## src/rtl/icmp_hfe_pkg.sv

```systemverilog
// Package for the ICMP header field extractor.
// Holds the result item type, ICMP type and code constants, status codes and sizes.
// No dependencies; every other file in rtl imports it.
`timescale 1ns / 1ps

package icmp_hfe_pkg;

    // Byte count at which parsing stops; bytes at this position and later are ignored.
    localparam logic [15:0] MAX_MESSAGE_BYTES = 16'hFFFF;

    // Reset value of the router entry cap register.
    localparam logic [7:0] MAX_ROUTER_ENTRIES_RST = 8'd50;

    // Depth of the result queue and its pointer and count widths.
    localparam int Q_DEPTH   = 4;
    localparam int Q_PTR_W   = $clog2(Q_DEPTH);
    localparam int Q_CNT_W   = $clog2(Q_DEPTH + 1);

    // ICMP type codes that carry decoded fields.
    localparam logic [7:0] ICMP_ECHO_RSP    = 8'd0;
    localparam logic [7:0] ICMP_UNREACH     = 8'd3;
    localparam logic [7:0] ICMP_REDIR_GW    = 8'd5;
    localparam logic [7:0] ICMP_ECHO_REQ    = 8'd8;
    localparam logic [7:0] ICMP_ROUTER_ADV  = 8'd9;
    localparam logic [7:0] ICMP_PARAM_PROB  = 8'd12;
    localparam logic [7:0] ICMP_TS_REQ      = 8'd13;
    localparam logic [7:0] ICMP_TS_REPLY    = 8'd14;
    localparam logic [7:0] ICMP_MASK_REQ    = 8'd17;
    localparam logic [7:0] ICMP_MASK_REPLY  = 8'd18;

    // Destination unreachable code that carries a next-hop MTU.
    localparam logic [7:0] CODE_FRAG_NEEDED = 8'd4;

    // Status codes of a result item.
    localparam logic [1:0] ST_OK     = 2'd0;
    localparam logic [1:0] ST_SHORT  = 2'd1;
    localparam logic [1:0] ST_TRUNC  = 2'd2;
    localparam logic [1:0] ST_CAPPED = 2'd3;

    // One result item.
    typedef struct packed {
        logic [7:0]  msg_type;
        logic [7:0]  msg_code;
        logic        checksum_ok;
        logic [1:0]  status;
        logic [15:0] ident;
        logic [15:0] sequence_res;
        logic [15:0] aux_value;
        logic [31:0] word_one;
        logic [31:0] word_two;
        logic [31:0] word_three;
        logic [15:0] item_count;
        logic        last;
    } t_result;

    // Results produced by one accepted byte: an optional router entry,
    // then an optional message summary.
    typedef struct packed {
        logic    entry_vld;
        logic    sum_vld;
        t_result entry;
        t_result summary;
    } t_push;

endpackage

```

## src/rtl/icmp_hfe_parser.sv

```systemverilog
// Byte parser of the ICMP header field extractor: message state, checksum and field decode.
// Depends on icmp_hfe_pkg; feeds icmp_hfe_out_queue through a t_push struct.
`timescale 1ns / 1ps

module icmp_hfe_parser
    import icmp_hfe_pkg::*;
(
    input  logic        i_clk,
    input  logic        i_rst_n,
    input  logic        i_accept,
    input  logic [7:0]  i_data_byte,
    input  logic        i_last_byte,
    input  logic        i_cfg_write,
    input  logic [7:0]  i_cfg_data,
    output t_push       o_push
);

    // Message state registers.
    logic [15:0] r_pos;
    logic [15:0] r_acc;
    logic [7:0]  r_held;
    logic [7:0]  r_type;
    logic [7:0]  r_code;
    logic [7:0]  r_fc [16];
    logic [15:0] r_adv;
    logic [63:0] r_shift;
    logic [9:0]  r_prog;
    logic [7:0]  r_done;
    logic [7:0]  r_max;

    logic [15:0] n_pos;
    logic [15:0] n_acc;
    logic [7:0]  n_held;
    logic [7:0]  n_type;
    logic [7:0]  n_code;
    logic [7:0]  n_fc [16];
    logic [15:0] n_adv;
    logic [63:0] n_shift;
    logic [9:0]  n_prog;
    logic [7:0]  n_done;

    logic        active;
    logic        add_en;
    logic [15:0] add_word;
    logic [16:0] sum_raw;
    logic [15:0] sum_fold;
    logic [9:0]  period;
    logic [9:0]  prog_inc;
    logic        entry_hit;
    t_result     entry_res;
    t_result     sum_res;

    // Per-byte update of the message state and both result items.
    always_comb begin
        active   = (r_pos != MAX_MESSAGE_BYTES);
        n_pos    = active ? r_pos + 16'd1 : r_pos;
        n_held   = r_held;
        n_type   = r_type;
        n_code   = r_code;
        n_fc     = r_fc;
        n_adv    = r_adv;
        n_shift  = r_shift;
        n_prog   = r_prog;
        n_done   = r_done;
        entry_hit = 1'b0;

        if (active && !r_pos[0]) begin
            n_held = i_data_byte;
        end
        if (active && r_pos == 16'd0) begin
            n_type = i_data_byte;
        end
        if (active && r_pos == 16'd1) begin
            n_code = i_data_byte;
        end
        if (active && r_pos >= 16'd4 && r_pos < 16'd20) begin
            n_fc[4'(r_pos - 16'd4)] = i_data_byte;
        end
        if (active && r_pos == 16'd5) begin
            n_adv = {r_fc[0], i_data_byte};
        end

        // Router advertisement entries: eight address bytes, then padding words.
        period   = (r_adv[7:0] > 8'd2) ? 10'd8 + {(r_adv[7:0] - 8'd2), 2'b00} : 10'd8;
        prog_inc = r_prog + 10'd1;
        if (active && n_type == ICMP_ROUTER_ADV && r_pos >= 16'd8) begin
            if (r_prog < 10'd8) begin
                n_shift = {r_shift[55:0], i_data_byte};
            end
            if (r_prog == 10'd7 && r_done < r_adv[15:8] && r_done < r_max) begin
                entry_hit = 1'b1;
                n_done    = r_done + 8'd1;
            end
            n_prog = (prog_inc >= period) ? 10'd0 : prog_inc;
        end

        // Ones' complement checksum; an odd final byte is padded with zero.
        add_en   = 1'b0;
        add_word = 16'h0000;
        if (active && r_pos[0]) begin
            add_en   = 1'b1;
            add_word = {r_held, i_data_byte};
        end else if (i_last_byte && n_pos[0]) begin
            add_en   = 1'b1;
            add_word = {n_held, 8'h00};
        end
        sum_raw  = {1'b0, r_acc} + {1'b0, add_word};
        sum_fold = sum_raw[15:0] + {15'd0, sum_raw[16]};
        n_acc    = add_en ? sum_fold : r_acc;

        // Router entry result item.
        entry_res              = '0;
        entry_res.msg_type     = n_type;
        entry_res.msg_code     = n_code;
        entry_res.aux_value    = {n_fc[2], n_fc[3]};
        entry_res.word_one     = n_shift[63:32];
        entry_res.word_two     = n_shift[31:0];
        entry_res.item_count   = {8'h00, n_done};
        entry_res.last         = 1'b0;

        // Message summary item.
        sum_res          = '0;
        sum_res.msg_type = n_type;
        sum_res.msg_code = n_code;
        sum_res.last     = 1'b1;
        if (n_pos < 16'd4) begin
            sum_res.status = ST_SHORT;
        end else begin
            sum_res.checksum_ok = (n_acc == 16'hFFFF);
            unique case (n_type) inside
                ICMP_ECHO_RSP, ICMP_ECHO_REQ: begin
                    if (n_pos >= 16'd8) begin
                        sum_res.ident        = {n_fc[0], n_fc[1]};
                        sum_res.sequence_res = {n_fc[2], n_fc[3]};
                        sum_res.item_count   = n_pos - 16'd8;
                    end
                end
                ICMP_UNREACH: begin
                    if (n_pos >= 16'd8 && n_code == CODE_FRAG_NEEDED) begin
                        sum_res.aux_value = {n_fc[2], n_fc[3]};
                    end
                end
                ICMP_REDIR_GW: begin
                    if (n_pos >= 16'd8) begin
                        sum_res.word_one = {n_fc[0], n_fc[1], n_fc[2], n_fc[3]};
                    end
                end
                ICMP_PARAM_PROB: begin
                    if (n_pos >= 16'd8) begin
                        sum_res.aux_value = {8'h00, n_fc[0]};
                    end
                end
                ICMP_TS_REQ, ICMP_TS_REPLY: begin
                    if (n_pos >= 16'd20) begin
                        sum_res.ident        = {n_fc[0], n_fc[1]};
                        sum_res.sequence_res = {n_fc[2], n_fc[3]};
                        sum_res.word_one     = {n_fc[4], n_fc[5], n_fc[6], n_fc[7]};
                        sum_res.word_two     = {n_fc[8], n_fc[9], n_fc[10], n_fc[11]};
                        sum_res.word_three   = {n_fc[12], n_fc[13], n_fc[14], n_fc[15]};
                    end else begin
                        sum_res.status = ST_TRUNC;
                    end
                end
                ICMP_MASK_REQ, ICMP_MASK_REPLY: begin
                    if (n_pos >= 16'd12) begin
                        sum_res.ident        = {n_fc[0], n_fc[1]};
                        sum_res.sequence_res = {n_fc[2], n_fc[3]};
                        sum_res.word_one     = {n_fc[4], n_fc[5], n_fc[6], n_fc[7]};
                    end else begin
                        sum_res.status = ST_TRUNC;
                    end
                end
                ICMP_ROUTER_ADV: begin
                    if (n_pos >= 16'd8) begin
                        sum_res.aux_value  = {n_fc[2], n_fc[3]};
                        sum_res.item_count = {8'h00, n_done};
                        if (n_adv[15:8] > r_max) begin
                            sum_res.status = ST_CAPPED;
                        end
                    end else begin
                        sum_res.status = ST_TRUNC;
                    end
                end
                default: begin
                end
            endcase
        end

        o_push.entry_vld = i_accept && entry_hit;
        o_push.sum_vld   = i_accept && i_last_byte;
        o_push.entry     = entry_res;
        o_push.summary   = sum_res;
    end

    // State update; the summary clears all message state.
    always_ff @(posedge i_clk) begin
        if (!i_rst_n || (i_accept && i_last_byte)) begin
            r_pos   <= '0;
            r_acc   <= '0;
            r_held  <= '0;
            r_type  <= '0;
            r_code  <= '0;
            r_fc    <= '{default: '0};
            r_adv   <= '0;
            r_shift <= '0;
            r_prog  <= '0;
            r_done  <= '0;
        end else if (i_accept) begin
            r_pos   <= n_pos;
            r_acc   <= n_acc;
            r_held  <= n_held;
            r_type  <= n_type;
            r_code  <= n_code;
            r_fc    <= n_fc;
            r_adv   <= n_adv;
            r_shift <= n_shift;
            r_prog  <= n_prog;
            r_done  <= n_done;
        end
    end

    // Router entry cap register.
    always_ff @(posedge i_clk) begin
        if (!i_rst_n) begin
            r_max <= MAX_ROUTER_ENTRIES_RST;
        end else if (i_cfg_write) begin
            r_max <= i_cfg_data;
        end
    end

    // A summary leaves the parser at the start of a new message.
    a_clear_after_summary: assert property (@(posedge i_clk) disable iff (!i_rst_n)
        o_push.sum_vld |=> (r_pos == 16'd0 && r_done == 8'd0 && r_acc == 16'd0))
        else $error("message state not cleared after summary");

    // Router entries only come from router advertisements.
    a_entry_type: assert property (@(posedge i_clk) disable iff (!i_rst_n)
        o_push.entry_vld |-> (n_type == ICMP_ROUTER_ADV && r_pos >= 16'd8))
        else $error("router entry outside a router advertisement");

    // Each entry result advances the decoded entry count by one.
    a_entry_count: assert property (@(posedge i_clk) disable iff (!i_rst_n)
        (o_push.entry_vld && !o_push.sum_vld) |=> (r_done == $past(r_done) + 8'd1))
        else $error("entry count did not advance");

endmodule

```

## src/rtl/icmp_hfe_out_queue.sv

```systemverilog
// ICMP header field extractor result queue: up to two pushes, one unstalled pop a cycle.
// Depends on icmp_hfe_pkg for t_result, t_push and the queue sizes.
`timescale 1ns / 1ps

module icmp_hfe_out_queue
    import icmp_hfe_pkg::*;
(
    input  logic    i_clk,
    input  logic    i_rst_n,
    input  t_push   i_push,
    input  logic    i_out_stall,
    output logic    o_out_valid,
    output t_result o_result,
    output logic    o_full
);

    t_result             r_mem [Q_DEPTH];
    logic [Q_PTR_W-1:0]  r_wr;
    logic [Q_PTR_W-1:0]  r_rd;
    logic [Q_CNT_W-1:0]  r_count;

    logic [Q_PTR_W-1:0]  n_wr;
    logic [Q_PTR_W-1:0]  n_rd;
    logic [Q_CNT_W-1:0]  n_count;
    logic [1:0]          push_n;
    logic                pop;
    t_result             first_item;

    // Pointer and count arithmetic.
    always_comb begin
        push_n     = {1'b0, i_push.entry_vld} + {1'b0, i_push.sum_vld};
        pop        = o_out_valid && !i_out_stall;
        first_item = i_push.entry_vld ? i_push.entry : i_push.summary;
        n_wr       = r_wr + Q_PTR_W'(push_n);
        n_rd       = r_rd + Q_PTR_W'(pop);
        n_count    = r_count + Q_CNT_W'(push_n) - Q_CNT_W'(pop);
    end

    assign o_out_valid = (r_count != '0);
    assign o_result    = r_mem[r_rd];
    assign o_full      = (r_count > Q_CNT_W'(Q_DEPTH - 2));

    // Storage; the summary follows the entry when both arrive together.
    always_ff @(posedge i_clk) begin
        if (push_n != 2'd0) begin
            r_mem[r_wr] <= first_item;
        end
        if (push_n == 2'd2) begin
            r_mem[r_wr + Q_PTR_W'(1)] <= i_push.summary;
        end
    end

    always_ff @(posedge i_clk) begin
        if (!i_rst_n) begin
            r_wr    <= '0;
            r_rd    <= '0;
            r_count <= '0;
        end else begin
            r_wr    <= n_wr;
            r_rd    <= n_rd;
            r_count <= n_count;
        end
    end

    // The count never passes the depth.
    a_count_range: assert property (@(posedge i_clk) disable iff (!i_rst_n)
        r_count <= Q_CNT_W'(Q_DEPTH))
        else $error("result queue overflow");

    // Nothing is pushed while fewer than two slots are free.
    a_no_push_full: assert property (@(posedge i_clk) disable iff (!i_rst_n)
        o_full |-> (push_n == 2'd0))
        else $error("push into full result queue");

endmodule

```

## src/rtl/icmp_hfe_top.sv

```systemverilog
// Top level of the ICMP header field extractor: ports, handshakes and wiring.
// Depends on icmp_hfe_pkg, icmp_hfe_parser and icmp_hfe_out_queue.
`timescale 1ns / 1ps

// The block takes one ICMP message byte per cycle while not stalled and decodes
// it combinationally from the parser's state registers into a four-item result queue.
// A byte yields no result, one result, or a router entry followed by the
// message summary. The input stalls only while fewer than two queue slots
// are free, so with a consumer that keeps up the block sustains one byte per
// clock, and each result is registered into the queue as its byte is accepted.
// The entry cap register can be written at any cycle; the ready signal is
// always high, and a write takes effect for the next accepted byte.
module icmp_header_field_extractor_top
    import icmp_hfe_pkg::*;
(
    input  logic        i_clk,
    input  logic        i_rst_n,
    input  logic        i_in_valid,
    output logic        o_in_stall,
    input  logic [7:0]  i_data_byte,
    input  logic        i_last_byte,
    input  logic        i_cfg_valid,
    output logic        o_cfg_ready,
    input  logic [7:0]  i_cfg_data,
    output logic        o_out_valid,
    input  logic        i_out_stall,
    output logic [7:0]  o_msg_type,
    output logic [7:0]  o_msg_code,
    output logic        o_checksum_ok,
    output logic [1:0]  o_status,
    output logic [15:0] o_ident,
    output logic [15:0] o_sequence_res,
    output logic [15:0] o_aux_value,
    output logic [31:0] o_word_one,
    output logic [31:0] o_word_two,
    output logic [31:0] o_word_three,
    output logic [15:0] o_item_count,
    output logic        o_last
);

    logic    accept;
    logic    q_full;
    t_push   push;
    t_result res;

    // Input handshake.
    assign o_in_stall  = q_full;
    assign accept      = i_in_valid && !q_full;
    assign o_cfg_ready = 1'b1;

    icmp_hfe_parser u_parser (
        .i_clk       (i_clk),
        .i_rst_n     (i_rst_n),
        .i_accept    (accept),
        .i_data_byte (i_data_byte),
        .i_last_byte (i_last_byte),
        .i_cfg_write (i_cfg_valid),
        .i_cfg_data  (i_cfg_data),
        .o_push      (push)
    );

    icmp_hfe_out_queue u_queue (
        .i_clk       (i_clk),
        .i_rst_n     (i_rst_n),
        .i_push      (push),
        .i_out_stall (i_out_stall),
        .o_out_valid (o_out_valid),
        .o_result    (res),
        .o_full      (q_full)
    );

    // Result fields.
    assign o_msg_type     = res.msg_type;
    assign o_msg_code     = res.msg_code;
    assign o_checksum_ok  = res.checksum_ok;
    assign o_status       = res.status;
    assign o_ident        = res.ident;
    assign o_sequence_res = res.sequence_res;
    assign o_aux_value    = res.aux_value;
    assign o_word_one     = res.word_one;
    assign o_word_two     = res.word_two;
    assign o_word_three   = res.word_three;
    assign o_item_count   = res.item_count;
    assign o_last         = res.last;

endmodule
```

## config.mk

```make
export PLATFORM = sky130hd
export DESIGN_NAME = icmp_header_field_extractor_top
export DESIGN_NICKNAME = d
export VERILOG_FILES = /design/src/rtl/icmp_hfe_pkg.sv /design/src/rtl/icmp_hfe_parser.sv /design/src/rtl/icmp_hfe_out_queue.sv /design/src/rtl/icmp_hfe_top.sv
export SDC_FILE = /design/constraint.sdc
export NUM_CORES = 2
export LEC_CHECK = 0
export BUFFER_PORTS_ARGS = -buffer_cell sky130_fd_sc_hd__buf_4
export CAP_MARGIN = 10
export CORE_MARGIN = 3
export CORE_UTILIZATION = 57
export CTS_CLUSTER_DIAMETER = 150
export DETAILED_ROUTE_END_ITERATION = 12
export GPL_TIMING_DRIVEN = 0
export PLACE_DENSITY = 0.77
export SKIP_CTS_REPAIR_TIMING = 1
export SYNTH_ARGS = -nofsm -noshare
export SYNTH_HDL_FRONTEND = slang
export SYNTH_HIERARCHICAL = 1
export SYNTH_SLANG_ARGS = --single-unit
```

## constraint.sdc

```tcl
create_clock -name i_clk -period 17.1 [get_ports i_clk]
set_clock_uncertainty 0.1 [all_clocks]
set_input_delay 1.71 -clock i_clk [delete_from_list [all_inputs] [get_ports i_clk]]
set_output_delay 1.71 -clock i_clk [all_outputs]
set_load 0.03 [all_outputs]
```

==> summary.txt <==
Detailed routing
  – Via-to-Cell Ratio: 6.121
  – Via count: 35850
  – Final ANT Viol Nets: 0
  – DRC: 0
  – Pre-antenna DRT Iters: 5
  – WL/cell: 25.42 um
  – Drt total wl: 148900 um
  – Starting DRT DRC Count: 3896

Synthesis
  – Mapped cell area: 0.05352 sq mm
  – Seq/Total Area, Yosys: 51.51%
  – Number of synthesized register bits: 1017
  – Post-Syn Area per Cell: 13.06 sq um
  – Cells after synthesis: 4098
  – Main flop type after synthesis: edfxtp_1
  – Ys async rst share: 0%
  – Synth warn: 6
  – Synth unique cells: 80
  – Post-synth EDFFs: 720

Finish
  – Fillers: 6673
  – Post-route design area: 0.06114 sq mm
  – Area Growth Syn to Fin: 14.24%
  – Layout cell share with drive strength beyond 1: 29.27%
  – Final nets: 4609
  – Area of the multi-input gates: 0.02382 sq mm
  – Reg area: 0.02757 sq mm

Global route
  – GR Util All Layers: 30.04%
  – Largest net degree at the start of global routing: 26
  – Initial antenna violation count: 2
  – Total grt overflow: 0
  – Vias in the first global route: 35610
  – First-pass GRT wire length: 222700 um

Setup path
  – Crit-path max FO: 10
  – R2R setup slack: 8220 ps
  – Crit path arrival time: 9730 ps
  – Crit Path Class: in2reg
  – Startpoint types: input pin
  – Crit. End Element: flop
  – CP Data Required Time: 17540 ps
  – Reg2reg path depth: 24
  – Worst reg2reg path endpoint: u_queue/r_mem[0][163]$_DFFE_PP_
  – Worst r2r src: u_parser/r_pos[0]$_SDFFE_PP0P_

Worst hold path
  – Hold endpoint: u_parser/r_held[3]$_SDFFE_PP0P_
  – Hold WC Path Type: reg2reg
  – Hold path start: u_parser/r_held[3]$_SDFFE_PP0P_
  – Hold Path Depth: 2

Timing
  – Final slew viol count: 0
  – Tightest Pin Transition: 1262 ps
  – Min setup slack post-route: 7819 ps
  – Tmin final: 9281 ps
  – Min Hold Slack: 357.9 ps
  – Final hold vios: 0
  – Final setup viols: 0
  – Slew margin rel.: 15.88%
  – Fmax achieved: 0.1077 GHz
  – Final period util: 54.27%
  – RSZ-0062 raised after global routing: no

Clocking
  – Clock Sink Count: 1017
  – CTS buffer count: 106
  – Reg clk slew, reported paths: 60 ps
  – Worst skew pair latency: 700 ps
  – Root Buffer: clkbuf_16
  – Bufs on Longest Clock Path: 3
  – TritonCTS clock tree: yes
  – H-Tree Depth: 3

Power
  – PD cells: 107.9 mW/mm^2
  – Leakage: 24.81 nW
  – Total power: 6.599 mW
  – VDD IR-drop max: 0.09299 mV

Place
  – Placed inst area: 0.05776 sq mm
  – Routability cong.: 0.9548
  – PortBufs: 199
  – Final HPWL DP: 104300 um
  – Worst slack, placed: 7588 ps

Run status
  – Status: complete, no violations

Floorplanning
  – Die area: 0.09760 sq mm
  – Die width: 312.4 um
  – # IOs: 205
  – Initial Util: 57.94%
  – Core region area: 0.09236 sq mm
  – Die Y: 312.4 um
  – Core Rows: 111

Flow run
  – MaxCap Viol Count: 0
[worst max path at each step]
stage	start	endpoint	slack (ps)	cells after the start
after floorplan	i_data_byte[7]	u_queue/r_mem[1][0]$_DFFE_PP_	3380	12
after global placement	i_data_byte[4]	u_queue/r_mem[1][28]$_DFFE_PP_	-4960	12
after detailed placement	i_data_byte[0]	u_queue/r_mem[0][163]$_DFFE_PP_	7590	24
after CTS	i_data_byte[0]	u_queue/r_mem[0][163]$_DFFE_PP_	8290	24
after global routing	i_data_byte[0]	u_queue/r_mem[0][163]$_DFFE_PP_	7700	24
final	i_data_byte[0]	u_queue/r_mem[0][163]$_DFFE_PP_	7820	24
[kinds of logic after synthesis]
| logic type | after synthesis | share of synthesized area [%] |
|---|---|---|
| muxes | 1230 | 29.10 |
| and+or+nand+nor | 868 | 7.372 |
| xor gates and xnor gates | 83 | 1.358 |
| adders and majority gates | 66 | 1.571 |
| buffers and inverters | 454 | 4.599 |
| other | 3 | 0.02104 |
| AOI/OAI and AO/OA | 377 | 4.466 |
| DFF | 1017 | 51.51 |
[sequential cells by signal, summed over array words and instances (netlist names)]
register,flops
u_parser/r_acc,16
u_parser/r_adv,16
u_parser/r_code,8
u_parser/r_done,8
u_parser/r_fc,128
u_parser/r_held,8
u_parser/r_max,8
u_parser/r_pos,16
u_parser/r_prog,10
u_parser/r_shift,64
u_parser/r_type,8
u_queue/r_count,3
u_queue/r_mem,720
u_queue/r_rd,2
u_queue/r_wr,2
[layout make-up]
cell class                 instances  share of cell area (%)
inverter                          65                  0.3991
timing repair buffer             240                   3.860
buffer                           389                   3.626
antenna                            1                0.004093
clock inverter                    54                  0.7020
clock buffer                     146                   4.809
multi-input combinational       2702                   38.97
tap                             1243                   2.544
sequential                      1017                   45.09
[metal layers]
metal / up-vias / part of all wire [%] / global-route usage (%)
met4: 0 / 4.2 / 11.84
li1: 16100 / - / -
met5: - / 0 / 0
met3: 302 / 7.9 / 4.801
met2: 1575 / 48 / 49.62
met1: 17870 / 40 / 39.95
[worst max-delay path, cell delays in order]
cell and delay (ps):
buf_4 100, clkbuf_1 670, clkbuf_1 840, clkbuf_1 560
and2_1 220, ha_1 210, fa_1 250, a211oi_1 110
o21ai_0 370, and2_1 250, a31oi_1 170, o21ai_0 470
a21o_1 190, a21o_1 110, ha_1 190, o2111ai_1 130
nor4_1 640, nand2_1 150, nor3_1 430, nor4b_1 530
xor2_1 200, a21oi_1 130, nor4_2 750, mux2_2 300
[cell usage after synthesis, drive strengths merged (17+ instances only)]
| cell type | instances | area, sq um |
|---|---|---|
| a21o | 21 | 157.7 |
| inv | 65 | 244.0 |
| a21oi | 144 | 720.7 |
| a211oi | 52 | 390.4 |
| mux2i | 249 | 2500 |
| nand3 | 90 | 463.0 |
| nand2 | 247 | 929.7 |
| xor2 | 35 | 306.5 |
| xnor2 | 48 | 420.4 |
| o22ai | 45 | 281.5 |
| nor2 | 339 | 1303 |
| nor2b | 21 | 138.9 |
| nand4 | 20 | 125.1 |
| nor3 | 30 | 155.1 |
| buf | 240 | 1658 |
| ha | 64 | 800.8 |
| clkbuf | 149 | 559.3 |
| o21ai | 37 | 192.7 |
| and2 | 29 | 181.4 |
| nor4 | 17 | 118.9 |
| edfxtp | 720 | 21620 |
| dfxtp | 297 | 5946 |
| mux2 | 801 | 9020 |
| and3 | 17 | 106.4 |
| mux4 | 180 | 4054 |
[report_power, final]
part	internal, mW	switching, mW	total (mW)
logic	0.596	0.978	1.57
clock network	1.28	0.972	2.25
registers	2.73	0.0444	2.77
total	4.60	1.99	6.60
[metrics by stage]
| step | std cells | setup TNS (ps) | util, % |
|---|---|---|---|
| floorplan | 4173 | 0 | - |
| global placement | 5615 | -2907090 | 61.56 |
| detailed placement | 5655 | 0 | 62.54 |
| CTS | 5855 | 0 | 66.19 |
| global route | 5856 | 0 | 66.19 |
| finish | 5857 | 0 | 66.20 |
[layout by cell type, fill, tap and decap left out, types with 9 or more instances in the layout]
master / count
a211oi_1: 52
a21o_1: 21
a21oi_1: 143
a22o_1: 11
and2_1: 29
and3_1: 17
buf_12: 17
buf_16: 14
buf_2: 68
buf_4: 348
buf_6: 15
buf_8: 9
clkbuf_1: 178
clkbuf_16: 109
clkinv_1: 21
clkinv_2: 15
conb_1: 78
dfxtp_1: 297
edfxtp_1: 720
ha_1: 64
inv_1: 63
mux2_1: 300
mux2_2: 501
mux2i_1: 247
mux4_2: 180
nand2_1: 246
nand2b_1: 11
nand3_1: 89
nand4_1: 20
nor2_1: 327
nor2_2: 12
nor2b_1: 20
nor3_1: 29
nor4_1: 14
o21ai_0: 33
o22ai_1: 45
or3_1: 12
xnor2_1: 48
xor2_1: 35
(Power assumes the default switching activity.)
